==> src/hdl/spm_pkg.sv <==
package spm_pkg;

	localparam int unsigned MASK_W = 32;
	localparam int unsigned STRIDE_W = 6;
	localparam int unsigned CPU_W = 5;
	localparam int unsigned COUNT_W = 6;
	localparam int unsigned PLACE_W = 7;
	localparam int unsigned DIGIT_W = 4;
	localparam int unsigned REG_IDX_W = 2;

	localparam logic [REG_IDX_W-1:0] REG_MASK = 2'd0;
	localparam logic [REG_IDX_W-1:0] REG_STRIDE = 2'd1;
	localparam logic [REG_IDX_W-1:0] REG_USE_SLOT = 2'd2;

	localparam logic [CPU_W-1:0] COUNT_LAST = CPU_W'(MASK_W / DIGIT_W - 1);
	localparam logic [CPU_W-1:0] DIVIDE_LAST = CPU_W'(MASK_W - 1);

	typedef enum logic [2:0] {
		ST_IDLE,
		ST_COUNT,
		ST_DIVIDE,
		ST_WALK,
		ST_SCAN,
		ST_EMIT
	} spm_state_t;

	function automatic logic [2:0] popcount_digit(input logic [DIGIT_W-1:0] d);
		logic [2:0] s;
		s = 3'd0;
		for (int k = 0; k < DIGIT_W; k++) begin
			s = s + {2'b00, d[k]};
		end
		return s;
	endfunction

endpackage

==> src/hdl/spm_if.sv <==
interface spm_req_if;
	logic valid;
	logic ready;
	logic [spm_pkg::MASK_W-1:0] slot_index;

	modport source(output valid, output slot_index, input ready);
	modport sink(input valid, input slot_index, output ready);
endinterface

interface spm_rsp_if;
	logic valid;
	logic ready;
	logic [spm_pkg::CPU_W-1:0] cpu_index;
	logic [spm_pkg::CPU_W-1:0] thread_position;
	logic mask_empty;

	modport source(output valid, output cpu_index, output thread_position,
		output mask_empty, input ready);
	modport sink(input valid, input cpu_index, input thread_position,
		input mask_empty, output ready);
endinterface

==> src/hdl/strided_cpu_pinning_mapper_top.sv <==
// Channel  | Direction | Payload
// ---------+-----------+-------------------------------------------------
// req      | in        | slot_index[31:0]
// rsp      | out       | cpu_index[4:0], thread_position[4:0], mask_empty
// cfg      | in        | cfg_we, cfg_index[1:0], cfg_data[31:0]
//
// One item is processed at a time; an empty mask skips the divide, walk and
// search steps. The mask is counted four bits per cycle, the thread number is
// reduced by a radix-2 restoring divider, the stride walk steps through the
// positions and the set-bit search inspects one mask bit per cycle.
// Reset is asynchronous and active low and restores the configuration and counter.
// A new item is accepted while a finished result waits in the output register.
module strided_cpu_pinning_mapper_top (
	input  logic clk,
	input  logic arst_n,
	spm_req_if.sink req,
	spm_rsp_if.source rsp,
	input  logic cfg_we,
	input  logic [spm_pkg::REG_IDX_W-1:0] cfg_index,
	input  logic [spm_pkg::MASK_W-1:0] cfg_data
);

	spm_pkg::spm_state_t state_q, state_nxt;

	logic [spm_pkg::MASK_W-1:0] mask_q;
	logic [spm_pkg::STRIDE_W-1:0] stride_q;
	logic use_slot_q;
	logic [spm_pkg::MASK_W-1:0] counter_q;

	logic [spm_pkg::MASK_W-1:0] thr_q;
	logic [spm_pkg::MASK_W-1:0] msk_sh_q;
	logic [spm_pkg::COUNT_W-1:0] n_q;
	logic [spm_pkg::CPU_W-1:0] iter_q;
	logic [spm_pkg::CPU_W-1:0] rem_q;
	logic [spm_pkg::CPU_W-1:0] steps_q;
	logic [spm_pkg::CPU_W-1:0] place_q;
	logic [spm_pkg::CPU_W-1:0] offset_q;
	logic [spm_pkg::CPU_W-1:0] cpu_q;
	logic empty_q;

	logic out_valid_q;
	logic [spm_pkg::CPU_W-1:0] out_cpu_q;
	logic [spm_pkg::CPU_W-1:0] out_pos_q;
	logic out_empty_q;

	logic in_ready;
	logic ld_out;
	logic accept;
	logic [spm_pkg::COUNT_W-1:0] n_sum;
	logic [spm_pkg::COUNT_W-1:0] trial;
	logic [spm_pkg::COUNT_W-1:0] trial_diff;
	logic [spm_pkg::CPU_W-1:0] rem_nxt;
	logic [spm_pkg::PLACE_W-1:0] walk_sum;
	logic [spm_pkg::CPU_W-1:0] offset_inc;
	logic found;

	assign accept = req.valid && in_ready;
	assign req.ready = in_ready;

	assign n_sum = n_q + {3'b000,
		spm_pkg::popcount_digit(msk_sh_q[spm_pkg::DIGIT_W-1:0])};
	assign trial = {rem_q, thr_q[spm_pkg::MASK_W-1]};
	assign trial_diff = trial - n_q;
	assign rem_nxt = (trial >= n_q) ? trial_diff[spm_pkg::CPU_W-1:0]
		: trial[spm_pkg::CPU_W-1:0];
	assign walk_sum = {2'b00, place_q} + {1'b0, stride_q};
	assign offset_inc = offset_q + 5'd1;
	assign found = msk_sh_q[0] && (place_q == '0);

	always_comb begin
		state_nxt = state_q;
		case (state_q)
			spm_pkg::ST_IDLE: begin
				if (req.valid) state_nxt = spm_pkg::ST_COUNT;
			end
			spm_pkg::ST_COUNT: begin
				if (iter_q == spm_pkg::COUNT_LAST) begin
					state_nxt = (n_sum == '0) ? spm_pkg::ST_EMIT : spm_pkg::ST_DIVIDE;
				end
			end
			spm_pkg::ST_DIVIDE: begin
				if (iter_q == spm_pkg::DIVIDE_LAST) state_nxt = spm_pkg::ST_WALK;
			end
			spm_pkg::ST_WALK: begin
				if (steps_q == '0) state_nxt = spm_pkg::ST_SCAN;
			end
			spm_pkg::ST_SCAN: begin
				if (found) state_nxt = spm_pkg::ST_EMIT;
			end
			spm_pkg::ST_EMIT: begin
				if (ld_out) state_nxt = spm_pkg::ST_IDLE;
			end
			default: state_nxt = spm_pkg::ST_IDLE;
		endcase
	end

	always_comb begin
		in_ready = 1'b0;
		ld_out = 1'b0;
		case (state_q)
			spm_pkg::ST_IDLE: in_ready = 1'b1;
			spm_pkg::ST_EMIT: ld_out = !out_valid_q || rsp.ready;
			default: begin
				in_ready = 1'b0;
				ld_out = 1'b0;
			end
		endcase
	end

	always_ff @(posedge clk or negedge arst_n) begin
		if (!arst_n) begin
			state_q <= spm_pkg::ST_IDLE;
			mask_q <= '1;
			stride_q <= spm_pkg::STRIDE_W'(1);
			use_slot_q <= 1'b0;
			counter_q <= '0;
			out_valid_q <= 1'b0;
		end else begin
			state_q <= state_nxt;
			if (cfg_we) begin
				case (cfg_index)
					spm_pkg::REG_MASK: mask_q <= cfg_data;
					spm_pkg::REG_STRIDE: stride_q <= cfg_data[spm_pkg::STRIDE_W-1:0];
					spm_pkg::REG_USE_SLOT: use_slot_q <= cfg_data[0];
					default: ;
				endcase
			end
			if (accept && !use_slot_q) counter_q <= counter_q + 32'd1;
			if (ld_out) out_valid_q <= 1'b1;
			else if (rsp.ready) out_valid_q <= 1'b0;
		end
	end

	always_ff @(posedge clk) begin
		case (state_q)
			spm_pkg::ST_IDLE: begin
				thr_q <= use_slot_q ? req.slot_index : counter_q;
				msk_sh_q <= mask_q;
				n_q <= '0;
				rem_q <= '0;
				iter_q <= '0;
			end
			spm_pkg::ST_COUNT: begin
				n_q <= n_sum;
				if (iter_q == spm_pkg::COUNT_LAST) begin
					msk_sh_q <= mask_q;
					iter_q <= '0;
					empty_q <= (n_sum == '0);
				end else begin
					iter_q <= iter_q + 5'd1;
					msk_sh_q <= msk_sh_q >> spm_pkg::DIGIT_W;
				end
			end
			spm_pkg::ST_DIVIDE: begin
				rem_q <= rem_nxt;
				thr_q <= thr_q << 1;
				iter_q <= iter_q + 5'd1;
				steps_q <= rem_nxt;
				place_q <= '0;
				offset_q <= '0;
			end
			spm_pkg::ST_WALK: begin
				if (steps_q != '0) begin
					steps_q <= steps_q - 5'd1;
					if (walk_sum >= {1'b0, n_q}) begin
						offset_q <= offset_inc;
						place_q <= offset_inc;
					end else begin
						place_q <= walk_sum[spm_pkg::CPU_W-1:0];
					end
				end
			end
			spm_pkg::ST_SCAN: begin
				msk_sh_q <= msk_sh_q >> 1;
				iter_q <= iter_q + 5'd1;
				if (found) cpu_q <= iter_q;
				else if (msk_sh_q[0]) place_q <= place_q - 5'd1;
			end
			spm_pkg::ST_EMIT: begin
				if (ld_out) begin
					out_cpu_q <= empty_q ? '0 : cpu_q;
					out_pos_q <= empty_q ? '0 : rem_q;
					out_empty_q <= empty_q;
				end
			end
			default: ;
		endcase
	end

	assign rsp.valid = out_valid_q;
	assign rsp.cpu_index = out_cpu_q;
	assign rsp.thread_position = out_pos_q;
	assign rsp.mask_empty = out_empty_q;

endmodule

==> src/flat_wrapper.sv <==
// flat-port wrapper written by rule: the top's interface ports become plain ports
module strided_cpu_pinning_mapper_top_flat 
  (clk, arst_n, cfg_we, cfg_index, cfg_data, req_valid, req_slot_index, req_ready, rsp_valid, rsp_cpu_index, rsp_thread_position, rsp_mask_empty, rsp_ready);
  spm_req_if req_i ();
  spm_rsp_if rsp_i ();
  input  logic clk;
  input  logic arst_n;
  input  logic cfg_we;
  input  logic [spm_pkg::REG_IDX_W-1:0] cfg_index;
  input  logic [spm_pkg::MASK_W-1:0] cfg_data;
  input wire logic [$bits(req_i.valid)-1:0] req_valid;
  input wire logic [$bits(req_i.slot_index)-1:0] req_slot_index;
  output wire logic [$bits(req_i.ready)-1:0] req_ready;
  output wire logic [$bits(rsp_i.valid)-1:0] rsp_valid;
  output wire logic [$bits(rsp_i.cpu_index)-1:0] rsp_cpu_index;
  output wire logic [$bits(rsp_i.thread_position)-1:0] rsp_thread_position;
  output wire logic [$bits(rsp_i.mask_empty)-1:0] rsp_mask_empty;
  input wire logic [$bits(rsp_i.ready)-1:0] rsp_ready;
  assign req_i.valid = req_valid;
  assign req_i.slot_index = req_slot_index;
  assign req_ready = req_i.ready;
  assign rsp_valid = rsp_i.valid;
  assign rsp_cpu_index = rsp_i.cpu_index;
  assign rsp_thread_position = rsp_i.thread_position;
  assign rsp_mask_empty = rsp_i.mask_empty;
  assign rsp_i.ready = rsp_ready;
  strided_cpu_pinning_mapper_top u_core (.clk(clk), .arst_n(arst_n), .req(req_i), .rsp(rsp_i), .cfg_we(cfg_we), .cfg_index(cfg_index), .cfg_data(cfg_data));
endmodule
==> config.mk <==
export PLATFORM = sky130hd
export DESIGN_NAME = strided_cpu_pinning_mapper_top_flat
export DESIGN_NICKNAME = d
export VERILOG_FILES = /design/src/hdl/spm_pkg.sv /design/src/hdl/spm_if.sv /design/src/hdl/strided_cpu_pinning_mapper_top.sv /design/src/flat_wrapper.sv
export SDC_FILE = /design/constraint.sdc
export NUM_CORES = 1
export LEC_CHECK = 0
export ABC_CLOCK_PERIOD_IN_PS = 5200
export BUFFER_PORTS_ARGS = -buffer_cell sky130_fd_sc_hd__buf_2
export CORE_MARGIN = 2
export CORE_UTILIZATION = 56
export DETAILED_ROUTE_END_ITERATION = 10
export HOLD_SLACK_MARGIN = 0.08
export PLACE_DENSITY = 0.76
export RECOVER_POWER = 25
export SYNTH_ARGS = -nofsm -noshare
export SYNTH_HDL_FRONTEND = slang
export SYNTH_SLANG_ARGS = --single-unit
==> constraint.sdc <==
create_clock -name clk -period 5.2 [get_ports clk]
set_clock_uncertainty 0.15 [all_clocks]
set_input_delay 0.78 -clock clk [delete_from_list [all_inputs] [get_ports clk]]
set_output_delay 0.78 -clock clk [all_outputs]
set_load 0.05 [all_outputs]
==> flow_summary.yaml <==
outcome:
  status: "finished, violations left"
  violations: "max-capacitance violations, max-slew violations"
clock_tree:
  htreeDepth: 4
  ctsHoldBuffers: 0
  numCtsBuffers: 17
  clk_pin_slew_ns: 0.07
  insertion_delay_ns: 0.44
  postCtsSetupRepairBufs: 0
  cts_tree: "built"
  numClockSinks: 187
  clock_path_buffers: 2
  cts-root-buf: "clkbuf_16"
  ctsResizeCount: 0
critical_path:
  ff2ff_setup_slack_ns: 1.81
  cp_top_family: "compound AO/OA/AOI/OAI gates"
  crit_required_ns: 5.17
  worst-path-buf-inv: 1
  path_cells: "ha_1 -> inv_1 -> fa_1 -> nor2b_1 -> o21ai_0 -> a21oi_1 -> ha_1 -> a21o_1 -> a21o_1 -> a211oi_1 -> a21oi_1"
  worstPathArrival_ns: 3.36
  end_kind: "flip-flop"
  path_class: "flip-flop to flip-flop"
  slowest_stage: "dfstp_2"
  crit_fanout: 5
  worstSetupStartpointType: "flip-flop"
  cpPeakStageDelay_ns: 0.53
global_route:
  grt_pass1_wl_um: 30700
  grt_max_degree: 76
  antenna_found_initial: 0
  gr-total-overflow: 0
  grt_pass1_vias: 6293
  grt.total_usage_pct: 21.9
finish:
  layout.cells.non_filler: 1070
  seqCellArea_mm2: 0.00528
  final_core_util_pct: 63.7
  area_growth_pct: 12.6
  drive_gt1_share_pct: 24.6
  antenna_cells: 0
  nFillCells: 1290
  num-nets-final: 941
  multi_input_area_mm2: 0.00375
placed_design:
  portBuffers: 83
  dp_hpwl_um: 12700
  gp_congestion: 0.873
  place_ws_ns: 1.83
  dpl.cell_count: 1038
drt:
  drc: 0
  ant_nets: 0
  drt_iter0_drc: 403
  wl_per_cell_um: 17.2
  vias_per_cell: 5.86
  dr.pass1.iters: 5
  wirelength_um: 18400
  vias: 6269
logic_synthesis:
  synth_area_mm2: 0.00928
  syn-num-nets: 869
  synth_top_area_share_pct: 36.2
  synth_top_cells_by_count: "112 x edfxtp_1, 76 x nor2_1, 50 x a21oi_1"
  dominantRegCellSynth: "edfxtp_1"
  yosys.area.top_type: "edfxtp_1"
  yosysMostFrequentCell: "edfxtp_1"
  syn_avg_cell_area_um2: 12.1
  synth.area.top_cells: "edfxtp_1 36%, dfrtp_1 11%, dfstp_2 9.3%"
  synth-seq-area-share_pct: 56.9
  synth_edf_count: 112
  ys.warnings.count: 0
  synthArstFlopShare_pct: 40.1
  synth.distinct_cells: 54
  synthesis.instances: 765
  ys_ff_latch: 187
sta:
  finalHoldViolCount: 0
  maxSlewViolCount: 76
  rsz0062_at_grt: "false"
  worstMarginPinSlew_ns: 1.91
  setup_violations: 0
  post-route-period-util_pct: 65.2
  fin_ws_ns: 1.81
  period_minus_slack_ns: 3.39
  tns_ns: 0
  max_freq_mhz: 295
  slew_headroom_pct: -27.4
flow_run:
  drv_cap: 1
power:
  vdd_ir_drop_max_mv: 0.304
  finalPower_mw: 5.66
  power_leakage_nw: 4.46
  p_per_area_mw_per_mm2: 542
die:
  die_w_um: 133
  die_h_um: 133
  start_util_pct: 56.6
  rows: 47
  dieArea_mm2: 0.0176
  coreArea_mm2: 0.0164
  ios: 84
min_path:
  hold_class: "flip-flop to flip-flop"
==> layout make-up <==
type | instances | share of cell area, %
repair buffers | 89 | 4.39
multi-input cells | 509 | 35.9
clock buffers | 17 | 4.07
inverters | 33 | 1.19
well taps | 220 | 2.63
flip-flops and latches | 187 | 50.6
clock inverters | 15 | 1.31
==> worst paths after layout <==
check	startpoint	to	cells after the start
min in group asynchronous	arst_n	u_core.use_slot_q	1
worst max-delay path	u_core.stride_q[0]	u_core.offset_q[0]	11
worst min register to register	u_core.counter_q[31]	u_core.counter_q[31]	1
worst min-delay path	u_core.counter_q[31]	u_core.counter_q[31]	1
worst max register to register	u_core.stride_q[0]	u_core.offset_q[0]	11
max in group asynchronous	arst_n	u_core.use_slot_q	1
==> cells by family after synthesis <==
| family | Yosys count | synth area share (%) |
|---|---|---|
| flip-flops | 187 | 56.9 |
| AND/OR/NAND/NOR | 224 | 12.7 |
| adder cells (fa/ha/maj) | 33 | 4.77 |
| multiplexers | 75 | 8.64 |
| AO/OA/AOI/OAI | 128 | 9.36 |
| buffers and inverters | 69 | 2.98 |
| XOR/XNOR | 49 | 4.62 |
==> per-stage QoR <==
stage	hold slack, ns	instance area (um2)
6_report	0.342	10400
5_1_grt	0.352	10400
4_1_cts	0.335	10500
3_5_place_dp	0.323	9890
3_3_place_gp	0.311	9890
2_1_floorplan	0.274	9280
==> sequential cells by signal, indices dropped and copies added, names as in the netlist, 6 cells and up <==
| register | cells |
|---|---|
| u_core.counter_q | 32 |
| u_core.mask_q | 32 |
| u_core.msk_sh_q | 32 |
| u_core.n_q | 6 |
| u_core.stride_q | 6 |
| u_core.thr_q | 32 |
==> cell usage in the layout, fill, tap and decap left out, drive strengths merged, types with 5 or more instances in the layout <==
cell,instances
edfxtp,112
a21o,5
mux2,41
a21oi,50
xnor2,31
dfstp,33
o22ai,7
clkbuf,19
xor2,18
nand3b,5
nand4,10
and4,6
o21ai,14
a211oi,5
inv,41
nor2b,14
nor3,12
ha,29
and3,41
buf,87
clkinv,5
nor2,77
dfrtp,42
mux2i,34
nand2,21
a221o,28
nand3,18
==> metal layers <==
metal / share of wire [%] / routed length (um) / track usage, %
met1: 43 / 7870 / 27.8
met2: 50 / 9250 / 36.6
met3: 4.8 / 876 / 5.17
met4: 2.2 / 396 / 8.24
met5: 0 / 0 / 0
==> power breakdown <==
part / leakage, nW / total, mW / internal [mW] / switching [mW]
combinational: 2.13 / 1.87 / 0.811 / 1.06
clock: 0.283 / 1.26 / 0.670 / 0.590
sequential: 2.05 / 2.53 / 2.23 / 0.298
Power figures use the tool's default switching activity.
